--- config.mk ---
export PLATFORM = sky130hd
export DESIGN_NAME = pbgd_div
export DESIGN_NICKNAME = d
export VERILOG_FILES = /design/src/hw/rtl/pbgd_pkg.sv /design/src/hw/rtl/pbgd_div.sv
export SDC_FILE = /design/constraint.sdc
export NUM_CORES = 2
export LEC_CHECK = 0
export BUFFER_PORTS_ARGS = -buffer_cell sky130_fd_sc_hd__buf_2
export CAP_MARGIN = 20
export CELL_PAD_IN_SITES_DETAIL_PLACEMENT = 1
export CELL_PAD_IN_SITES_GLOBAL_PLACEMENT = 1
export CORE_MARGIN = 8
export CORE_UTILIZATION = 35
export CTS_CLUSTER_SIZE = 24
export DETAILED_ROUTE_END_ITERATION = 10
export PLACE_DENSITY = 0.55
export SLEW_MARGIN = 0
export SYNTH_ARGS = -nofsm -noshare
export SYNTH_HDL_FRONTEND = slang
export SYNTH_SLANG_ARGS = --single-unit
export TNS_END_PERCENT = 100
--- constraint.sdc ---
create_clock -name clk -period 5.01 [get_ports clk]
set_input_delay 1.002 -clock clk [delete_from_list [all_inputs] [get_ports clk]]
set_output_delay 1.002 -clock clk [all_outputs]
set_load 0.03 [all_outputs]
--- src/hw/rtl/pbgd_pkg.sv ---
package pbgd_pkg;

	// Parameter defaults
	localparam int PIXEL_BITS_DEF      = 12;
	localparam int ANGLE_FRAC_BITS_DEF = 13;
	localparam int CORDIC_STAGES_DEF   = 16;

	// Field widths
	localparam int PIX_W   = 12;
	localparam int FOCAL_W = 16;
	localparam int HGT_W   = 12;
	localparam int ANG_W   = 16;
	localparam int DIST_W  = 16;
	localparam int CFG_W   = 16;
	localparam int IDX_W   = 3;

	// Datapath widths: vectoring lanes, rotation lanes, angle accumulator, wide angle sums
	localparam int VEC_W  = 28;
	localparam int ROT_W  = 33;
	localparam int Z_W    = 35;
	localparam int WIDE_W = 36;

	localparam int TAB_LEN = 24;

	// atan(2^-i) in radians, 32 fraction bits
	localparam logic [31:0] ATAN_TAB [TAB_LEN] = '{
		32'd3373259426, 32'd1991351318, 32'd1052175346, 32'd534100635,
		32'd268086748,  32'd134174063,  32'd67103403,   32'd33553749,
		32'd16777131,   32'd8388597,    32'd4194303,    32'd2097152,
		32'd1048576,    32'd524288,     32'd262144,     32'd131072,
		32'd65536,      32'd32768,      32'd16384,      32'd8192,
		32'd4096,       32'd2048,       32'd1024,       32'd512
	};

	// Register map
	typedef enum logic [IDX_W-1:0] {
		REG_FOCAL_X   = 3'd0,
		REG_FOCAL_Y   = 3'd1,
		REG_CENTER_X  = 3'd2,
		REG_CENTER_Y  = 3'd3,
		REG_CAM_HGT   = 3'd4
	} reg_idx_t;

	// Result carried alongside the distance path
	typedef struct packed {
		logic signed [ANG_W-1:0] pan;
		logic signed [ANG_W-1:0] tilt;
		logic                    dv;
		logic                    go;
	} res_t;

	typedef struct packed {
		res_t r;
		logic sat;
	} div_side_t;

	function automatic logic signed [ANG_W-1:0] sat16(input logic signed [WIDE_W-1:0] v);
		logic signed [WIDE_W-1:0] hi;
		logic signed [WIDE_W-1:0] lo;
		hi = WIDE_W'(32767);
		lo = -WIDE_W'(32768);
		if (v > hi) return ANG_W'(32767);
		if (v < lo) return -ANG_W'(32768);
		return v[ANG_W-1:0];
	endfunction

endpackage

--- src/hw/rtl/pbgd_div.sv ---
// Pipelined restoring divider, one quotient bit per stage, MSB first.
// The dividend must be below den << QW.
module pbgd_div
	import pbgd_pkg::*;
#(
	parameter int DW = 32,
	parameter int QW = DIST_W
) (
	input  logic             clk,
	input  logic             en,
	input  logic [DW+QW-1:0] num_in,
	input  logic [DW-1:0]    den_in,
	output logic [QW-1:0]    q_out
);

	localparam int RW = DW + QW;

	logic [RW-1:0] rem_s [QW];
	logic [DW-1:0] den_s [QW];
	logic [QW-1:0] q_s   [QW];

	for (genvar k = 0; k < QW; k++) begin : g_st
		logic [RW-1:0] rc;
		logic [DW-1:0] dc;
		logic [QW-1:0] qc;
		logic [RW-1:0] sub;
		logic          take;

		if (k == 0) begin : g_first
			assign rc = num_in;
			assign dc = den_in;
			assign qc = '0;
		end else begin : g_next
			assign rc = rem_s[k-1];
			assign dc = den_s[k-1];
			assign qc = q_s[k-1];
		end

		assign sub  = RW'(dc) << (QW - 1 - k);
		assign take = (rc >= sub);

		always_ff @(posedge clk) begin
			if (en) begin
				rem_s[k] <= take ? (rc - sub) : rc;
				den_s[k] <= dc;
				q_s[k]   <= {qc[QW-2:0], take};
			end
		end
	end

	assign q_out = q_s[QW-1];

endmodule

==> results.cfg <==
[grt]
grt_overflow_total = 0
grt_first_pass_wirelength_um = 320000
antenna_found_initial = 1
grt_pass1_vias = 59300
grt_max_degree = 123
grt_usage = 0.169

[logic_synthesis]
synthTopCellsByArea = edfxtp_1 (52%), ha_1 (8.3%), a21oi_1 (4.5%), a21o_1 (3.3%), xnor2_1 (3.3%)
syn_nets = 7822
yosysTopAreaCell = edfxtp_1
synth_top_cell_area_share = 0.521
netlist_instances = 7213
syn_area_um2 = 77100
ys_seq_elements = 1336
yosysSeqAreaShare = 0.521
synth-main-ff-cell = edfxtp_1
avgSynthCellArea_um2 = 10.7
ys_types = 92
synth_enable_flop_cells = 1336
synthArstFlopShare = 0
yosysWarnings = 0

[clock_network]
hold_buffers = 0
clock-sinks = 1336
cts.path.max_buffers = 3
htreeDepth = 4
clockRootBuffer = clkbuf_16
postCtsSetupBuffers = 0
clock_latency_ns = 0.81
cts_buffers = 166
cts_resized = 0
cts_tree = done
path_clk_slew_ns = 0.06

[placed_design]
gp_congestion = 0.902
io_buffers = 97
postPlaceCellArea_um2 = 81400
pre_cts_ws_ns = 0.285
dp_hpwl_um = 161000
post-place-cells = 10100

[timing]
worst-slew-pin-transition_ns = 0.995
tns_ns = 0
setup_violations = 0
rsz0062_at_grt = no
relSlewSlack = 0.327
timing_max_transition_violations_final = 0
setup_slack_ns = 0.358
hold_viol = 0
skew_ns = 0.0232
fmax_mhz = 215
post-route-period-util = 0.929
period_needed_ns = 4.65

[critical_path]
path_class = reg2reg
startpoint_type = flip-flop
crit_fanout = 43
crit_arrival_ns = 5.20
critPathCaptureType = flip-flop
worstPathRequired_ns = 5.56

[detailed_routing]
antenna_left = 0
wl_per_cell_um = 19.6
wirelength_um = 203000
viasPerCell = 5.19
first_iter_violations = 1978
drtPass1Iterations = 5
vias = 53800
drc = 0

[die]
io_pins = 98
fp.dieH_um = 485
die_area_um2 = 235000
fp.dieW_um = 485
start_util = 0.351
rows = 172
core_um2 = 219000

[run_status]
status = finished clean

[final_layout]
finalNonFillerCells = 10400
drive_gt1_frac = 0.0760
fin_nets = 7960
final_area_um2 = 86700
syn_to_final_growth_pct = 12.5
multiInputGateArea_um2 = 33700
seq_area_um2 = 40100
fill_cells = 23900

[power_and_ir_drop]
ir_drop_uv = 297
leakage_nw = 34.4
finalPower_mw = 50.7
power.density_nw_per_um2 = 585

[worst_hold_path]
hold_path_class = in2reg

[job]
cap_violations = 0
where the power goes:
part	internal [mW]	leakage, nW	total, mW	switching [mW]
clock	6.78	2.54	11.5	4.74
sequential	16.2	12.9	17.8	1.66
combinational	8.77	19.0	21.4	12.6
cells in the final DEF, fill, tap and decap left out, types with 166 or more instances in the layout:
master,n
edfxtp_1,1336
ha_1,512
clkbuf_16,166
a21oi_1,691
a21o_1,339
nand2_1,516
nor2_1,488
o21ai_0,480
inv_1,661
xor2_1,238
xnor2_1,286
registers in the layout, indices dropped and copies added (netlist names):
| name | cells |
|---|---|
| rem_s | 720 |
| den_s | 480 |
| q_s | 136 |
worst paths after layout:
path | cells after the start | from | to | slack [ns]
worst min register to register | 0 | q_s[5][17]$_DFFE_PP_ | q_s[6][2]$_DFFE_PP_ | 0.40
worst min-delay path | 1 | num_in[13] | rem_s[0][13]$_DFFE_PP_ | 0.38
worst max-delay path | 14 | rem_s[0][14]$_DFFE_PP_ | rem_s[0][68]$_DFFE_PP_ | 0.36
worst max register to register | 14 | rem_s[0][14]$_DFFE_PP_ | rem_s[0][68]$_DFFE_PP_ | 0.36
metrics by stage:
step           hold WS, ns   util
6_report             0.384  0.395
5_1_grt              0.318  0.395
4_1_cts              0.282  0.395
3_5_place_dp         0.405  0.371
3_3_place_gp         0.401  0.371
2_1_floorplan        0.400      -
kinds of logic after synthesis:
logic type	count (synthesis)	synth area share
fa+ha+maj	527	0.0870
flops	1336	0.521
buf+inv	896	0.0439
simple gates	1816	0.114
mux	82	0.0119
compound gates	2031	0.163
xor+xnor	525	0.0598
metal layers:
layer,track usage,part of all wire,wire length [µm]
met3,0.0219,0.023,4600
met2,0.344,0.55,113000
met1,0.158,0.36,72900
met4,0.0995,0.065,13300
met5,0,0,0
critical path: stages, from the launching register on:
cell	delay, ns
edfxtp_1	0.40
inv_1	0.09
ha_1	0.17
inv_1	0.05
fa_1	0.42
a211oi_1	0.31
o21ai_0	0.20
a2111oi_0	0.69
o21ai_0	0.45
a21oi_1	0.38
nand2_1	0.11
nand3_1	0.11
nand3_2	0.35
buf_12	0.35
mux2_2	0.30
Yosys cell counts (28+ instances only):
cell,number
a21o_1,339
o21bai_1,83
nor4_1,63
o21ai_0,480
nor2_1,490
and2_1,28
or3_1,47
a31oi_1,57
a21oi_1,691
and3_1,43
or2_2,28
nand2_1,516
o31ai_1,37
ha_1,512
xor2_1,238
nor2b_1,80
inv_1,661
nand2b_1,61
nor3_1,107
o211ai_1,31
nand4_1,121
edfxtp_1,1336
o21a_1,63
xnor2_1,286
clkbuf_1,201
mux2_2,77
a211oi_1,48
nand3_1,117
or4_1,28
final cells by class:
cell class	instances	area share
flip-flops and latches	1336	0.463
multi-input cells	4981	0.388
clock buffers	206	0.0497
well taps	2871	0.0414
inverters	665	0.0288
repair buffers	201	0.0182
clock inverters	94	0.0107
diodes	1	0.0000289
Note: power is estimated with default switching activity, not from simulation.
