[config.mk]
export PLATFORM = sky130hd
export DESIGN_NAME = pbgd_cordic
export DESIGN_NICKNAME = d
export VERILOG_FILES = /design/src/hw/rtl/pbgd_pkg.sv /design/src/hw/rtl/pbgd_cordic.sv
export SDC_FILE = /design/constraint.sdc
export NUM_CORES = 2
export LEC_CHECK = 0
export BUFFER_PORTS_ARGS = -buffer_cell sky130_fd_sc_hd__buf_2
export CAP_MARGIN = 20
export CORE_ASPECT_RATIO = 0.8
export CORE_MARGIN = 2
export CORE_UTILIZATION = 60
export DETAILED_ROUTE_END_ITERATION = 12
export PLACE_DENSITY_LB_ADDON = 0.15
export SLEW_MARGIN = 20
export SYNTH_ARGS = -nofsm -noshare
export SYNTH_HDL_FRONTEND = slang
export SYNTH_SLANG_ARGS = --single-unit
export TNS_END_PERCENT = 1
[constraint.sdc]
create_clock -name clk -period 17.8 [get_ports clk]
set_clock_uncertainty 0.05 [all_clocks]
set_input_delay 0.89 -clock clk [delete_from_list [all_inputs] [get_ports clk]]
set_output_delay 0.89 -clock clk [all_outputs]
set_load 0.005 [all_outputs]
[src/hw/rtl/pbgd_pkg.sv]
package pbgd_pkg;

	// Parameter defaults
	localparam int PIXEL_BITS_DEF      = 12;
	localparam int ANGLE_FRAC_BITS_DEF = 13;
	localparam int CORDIC_STAGES_DEF   = 16;

	// Field widths
	localparam int PIX_W   = 12;
	localparam int FOCAL_W = 16;
	localparam int HGT_W   = 12;
	localparam int ANG_W   = 16;
	localparam int DIST_W  = 16;
	localparam int CFG_W   = 16;
	localparam int IDX_W   = 3;

	// Datapath widths: vectoring lanes, rotation lanes, angle accumulator, wide angle sums
	localparam int VEC_W  = 28;
	localparam int ROT_W  = 33;
	localparam int Z_W    = 35;
	localparam int WIDE_W = 36;

	localparam int TAB_LEN = 24;

	// atan(2^-i) in radians, 32 fraction bits
	localparam logic [31:0] ATAN_TAB [TAB_LEN] = '{
		32'd3373259426, 32'd1991351318, 32'd1052175346, 32'd534100635,
		32'd268086748,  32'd134174063,  32'd67103403,   32'd33553749,
		32'd16777131,   32'd8388597,    32'd4194303,    32'd2097152,
		32'd1048576,    32'd524288,     32'd262144,     32'd131072,
		32'd65536,      32'd32768,      32'd16384,      32'd8192,
		32'd4096,       32'd2048,       32'd1024,       32'd512
	};

	// Register map
	typedef enum logic [IDX_W-1:0] {
		REG_FOCAL_X   = 3'd0,
		REG_FOCAL_Y   = 3'd1,
		REG_CENTER_X  = 3'd2,
		REG_CENTER_Y  = 3'd3,
		REG_CAM_HGT   = 3'd4
	} reg_idx_t;

	// Result carried alongside the distance path
	typedef struct packed {
		logic signed [ANG_W-1:0] pan;
		logic signed [ANG_W-1:0] tilt;
		logic                    dv;
		logic                    go;
	} res_t;

	typedef struct packed {
		res_t r;
		logic sat;
	} div_side_t;

	function automatic logic signed [ANG_W-1:0] sat16(input logic signed [WIDE_W-1:0] v);
		logic signed [WIDE_W-1:0] hi;
		logic signed [WIDE_W-1:0] lo;
		hi = WIDE_W'(32767);
		lo = -WIDE_W'(32768);
		if (v > hi) return ANG_W'(32767);
		if (v < lo) return -ANG_W'(32768);
		return v[ANG_W-1:0];
	endfunction

endpackage

[src/hw/rtl/pbgd_cordic.sv]
// Pipelined CORDIC, one micro-rotation per register stage.
// VECTORING=1 drives y to zero, otherwise drives z to zero.
module pbgd_cordic
	import pbgd_pkg::*;
#(
	parameter int NST       = CORDIC_STAGES_DEF,
	parameter int XW        = VEC_W,
	parameter bit VECTORING = 1'b1
) (
	input  logic                 clk,
	input  logic                 en,
	input  logic signed [XW-1:0]  x_in,
	input  logic signed [XW-1:0]  y_in,
	input  logic signed [Z_W-1:0] z_in,
	output logic signed [XW-1:0]  x_out,
	output logic signed [XW-1:0]  y_out,
	output logic signed [Z_W-1:0] z_out
);

	logic signed [XW-1:0]  x_s [NST];
	logic signed [XW-1:0]  y_s [NST];
	logic signed [Z_W-1:0] z_s [NST];

	for (genvar i = 0; i < NST; i++) begin : g_st
		logic signed [XW-1:0]  xc;
		logic signed [XW-1:0]  yc;
		logic signed [Z_W-1:0] zc;
		logic signed [Z_W-1:0] ang;
		logic                  pos;

		if (i == 0) begin : g_first
			assign xc = x_in;
			assign yc = y_in;
			assign zc = z_in;
		end else begin : g_next
			assign xc = x_s[i-1];
			assign yc = y_s[i-1];
			assign zc = z_s[i-1];
		end

		assign ang = $signed(Z_W'(ATAN_TAB[i]));
		// vectoring turns on the sign of y, rotation on the sign of z
		assign pos = VECTORING ? (yc >= 0) : (zc < 0);

		always_ff @(posedge clk) begin
			if (en) begin
				if (pos) begin
					x_s[i] <= xc + (yc >>> i);
					y_s[i] <= yc - (xc >>> i);
					z_s[i] <= zc + ang;
				end else begin
					x_s[i] <= xc - (yc >>> i);
					y_s[i] <= yc + (xc >>> i);
					z_s[i] <= zc - ang;
				end
			end
		end
	end

	assign x_out = x_s[NST-1];
	assign y_out = y_s[NST-1];
	assign z_out = z_s[NST-1];

endmodule

==> metrics.txt <==
# clock sinks 1,455; Root Driver clkbuf_16; vias in the first global route 90,000; # DRC 0; final hold viol count 0; post-DP HPWL 227,000 um; Post-Syn Area per Cell 9.55 um2; WHS Path Cells 1; Max stage delay on crit path 0.72 ns; die area 0.201 mm2; commonest non-fill, non-tap cell in the layout edfxtp_1; vias per inst 6.24; CP Capture Type register; setup violators final 0; CP Class in -> reg; post-CTS setup buffers 0; Synth area leaders edfxtp_1, ha_1, xnor2_1, a21oi_1, xor2_1; CP Depth 21; grt ovf 0; Worst Max-Slew Pin Slew 1.15 ns; Yosys top cell area share 0.368; Worst R2R Setup Slack 11.34 ns; leading area contributor after synthesis edfxtp_1; antenna violations before repair 5; crit path cell chain buf_12 -> buf_4 -> buf_12 -> and2_1 -> buf_4 -> inv_2 -> buf_4 -> nand2_1 -> o21ai_0 -> fa_1 -> a21o_1 -> a21oi_1 -> o211ai_1 -> a41oi_1 -> nor2b_1 -> o41ai_1 -> o221ai_1 -> or4_1 -> a31oi_1 -> o21bai_1 -> xor2_1; Critical-path top delay cell buf_4; final period utilization 0.414; status finished clean; fmax 136 MHz; Rows 145; RSZ-0062 raised after global routing no; layout cells sized above 1 0.0527; routability congestion estimate 0.935; synthesized area 0.119 mm2; Reg-to-Reg Start y_s[0][83]$_DFFE_PP_; crit path time final 7.37 ns; crit path max fanout 118; initial drt markers 8,731; synth-to-layout area growth 7.20%; pin count of the biggest net entering global routing 135; Yosys reg bits 1,455; Worst-path clk slew 0.06 ns; later-pin clock latency in the skew report 0.82 ns; Max-slew headroom 0.225; Initial Utilization 0.606; Main synth FF type edfxtp_1; FF-to-FF End x_s[0][111]$_DFFE_PP_; Max-Cap Viols 0; global-route wire length before repair 474,000 um; TNS Setup 0 ns; H-tree depth 4; DRT Pass-1 Iters 6; Mapped Nets 13,800; ANT cells 0; CP delay by family, top buffers and inverters; DR WL/cell 19.4 um; Startpoint Class input port; # IOs 184; Min Hold Slack 0.234 ns; Netlist cell types 98; Via Count 94,800; hold crit path type in -> reg; synth warn 0; CTS tree built; Filler Cells Inserted 15,700; DIE WIDTH 501 um; Final nets 13,800; Critical Path AT 7.85 ns; ys async rst share 0; Critical path buffers and inverters 6; clk buf depth 3; CTS Buf Count 156; GRT Total Usage 0.285; most frequent cells in the layout edfxtp_1, ha_1, xnor2_1; sequential share of the synthesized area 0.368; Reg2Reg Depth 16; # port buffers 183; Worst Hold Endpoint z_s[0][0]$_DFFE_PP_; Post-Syn Instances 12,400; Slew Viols, Final 0; most frequent CP cell buf_4; Final ANT Viol Nets 0; number of synthesized flops with an enable pin 1,455; Post-CTS Resized 0; area of the core 0.196 mm2; post-detailed-routing wire length 296,000 um; hold path start z_in[0]; CP required 18.29 ns; Die Y 402 um; CTS Hold Bufs 0
how the worst max path moves through the flow:
| stage | start | to | slack [ns] |
|---|---|---|---|
| 3_3_place_gp | en | y_s[0][194]$_DFFE_PP_ | 9.93 |
| 3_5_place_dp | en | y_s[0][194]$_DFFE_PP_ | 9.85 |
| 4_1_cts | en | y_s[0][194]$_DFFE_PP_ | 10.71 |
| 5_1_grt | en | y_s[0][194]$_DFFE_PP_ | 10.14 |
| 2_1_floorplan | en | y_s[0][194]$_DFFE_PP_ | 11.20 |
| 6_report | en | y_s[0][194]$_DFFE_PP_ | 10.43 |
kinds of logic after synthesis:
group                    after synthesis  synth area share
AND/OR/NAND/NOR                     3366             0.138
adder cells (fa/ha/maj)             1261             0.135
buffers and inverters                899            0.0286
flip-flops                          1455             0.368
AO/OA/AOI/OAI                       3596             0.192
XOR/XNOR                            1759             0.130
multiplexers                          96           0.00834
area by class of cell:
cell class	count	area (um2)	share of cell area
inverters	568	2130	0.0168
repair buffers	242	1400	0.0110
clock buffers	179	4030	0.0317
clock inverters	108	1150	0.00907
multi-input cells	10100	71600	0.563
well taps	2572	3220	0.0253
flip-flops and latches	1455	43700	0.343
sequential cells by signal (all words and copies together), names as in the netlist:
signal	count
z_s	560
y_s	447
x_s	448
cells in the mapped netlist (73+ instances only):
library cell  count
a21o_1          384
nor2_1          952
o41ai_1          76
nand3_1         247
o21ai_0         767
a211oi_1        108
xnor2_1        1186
mux2i_1          73
nand2b_1        181
nor2b_1         124
o31ai_1         143
inv_1           558
and3_1          138
clkbuf_1        251
xor2_1          573
a31oi_1         138
edfxtp_1       1455
o21a_1          141
nand2_1         774
o21bai_1        145
nor3_1          337
and2_1           79
or3_1           114
ha_1           1199
a21oi_1        1117
nor4_1           95
worst register-to-register path, stage by stage (launching register included):
cell	delay [ns]
edfxtp_1	0.60
and2_2	0.53
inv_2	0.68
buf_4	0.46
mux2i_1	0.40
ha_1	0.29
nor2b_1	0.13
o21a_1	0.17
o21ai_0	0.31
a21oi_1	0.21
a211oi_1	0.42
o31ai_1	0.20
a21oi_1	0.27
o31ai_1	0.15
o41ai_1	0.60
mux2i_1	0.15
a2111oi_0	0.55
metrics by stage:
step,setup slack (ns),instance area (um2),utilization,instances
after floorplan,11.20,119000,-,12400
after global placement,9.93,122000,0.623,14900
final,10.43,127000,0.649,15200
after global routing,10.14,127000,0.649,15200
after CTS,10.71,127000,0.649,15200
after detailed placement,9.85,122000,0.623,14900
metal layers:
layer	routed length, um	global-route usage	share of wire	vias up
met2	137000	0.468	0.47	2847
met4	6390	0.0675	0.022	0
met1	134000	0.399	0.45	45300
met3	17400	0.0377	0.059	435
li1	-	-	-	46300
met5	0	0	0	-
Power is left out: the tool's default activity adds up to more than one toggle a clock period on the data nets, which glitch-free logic cannot reach.
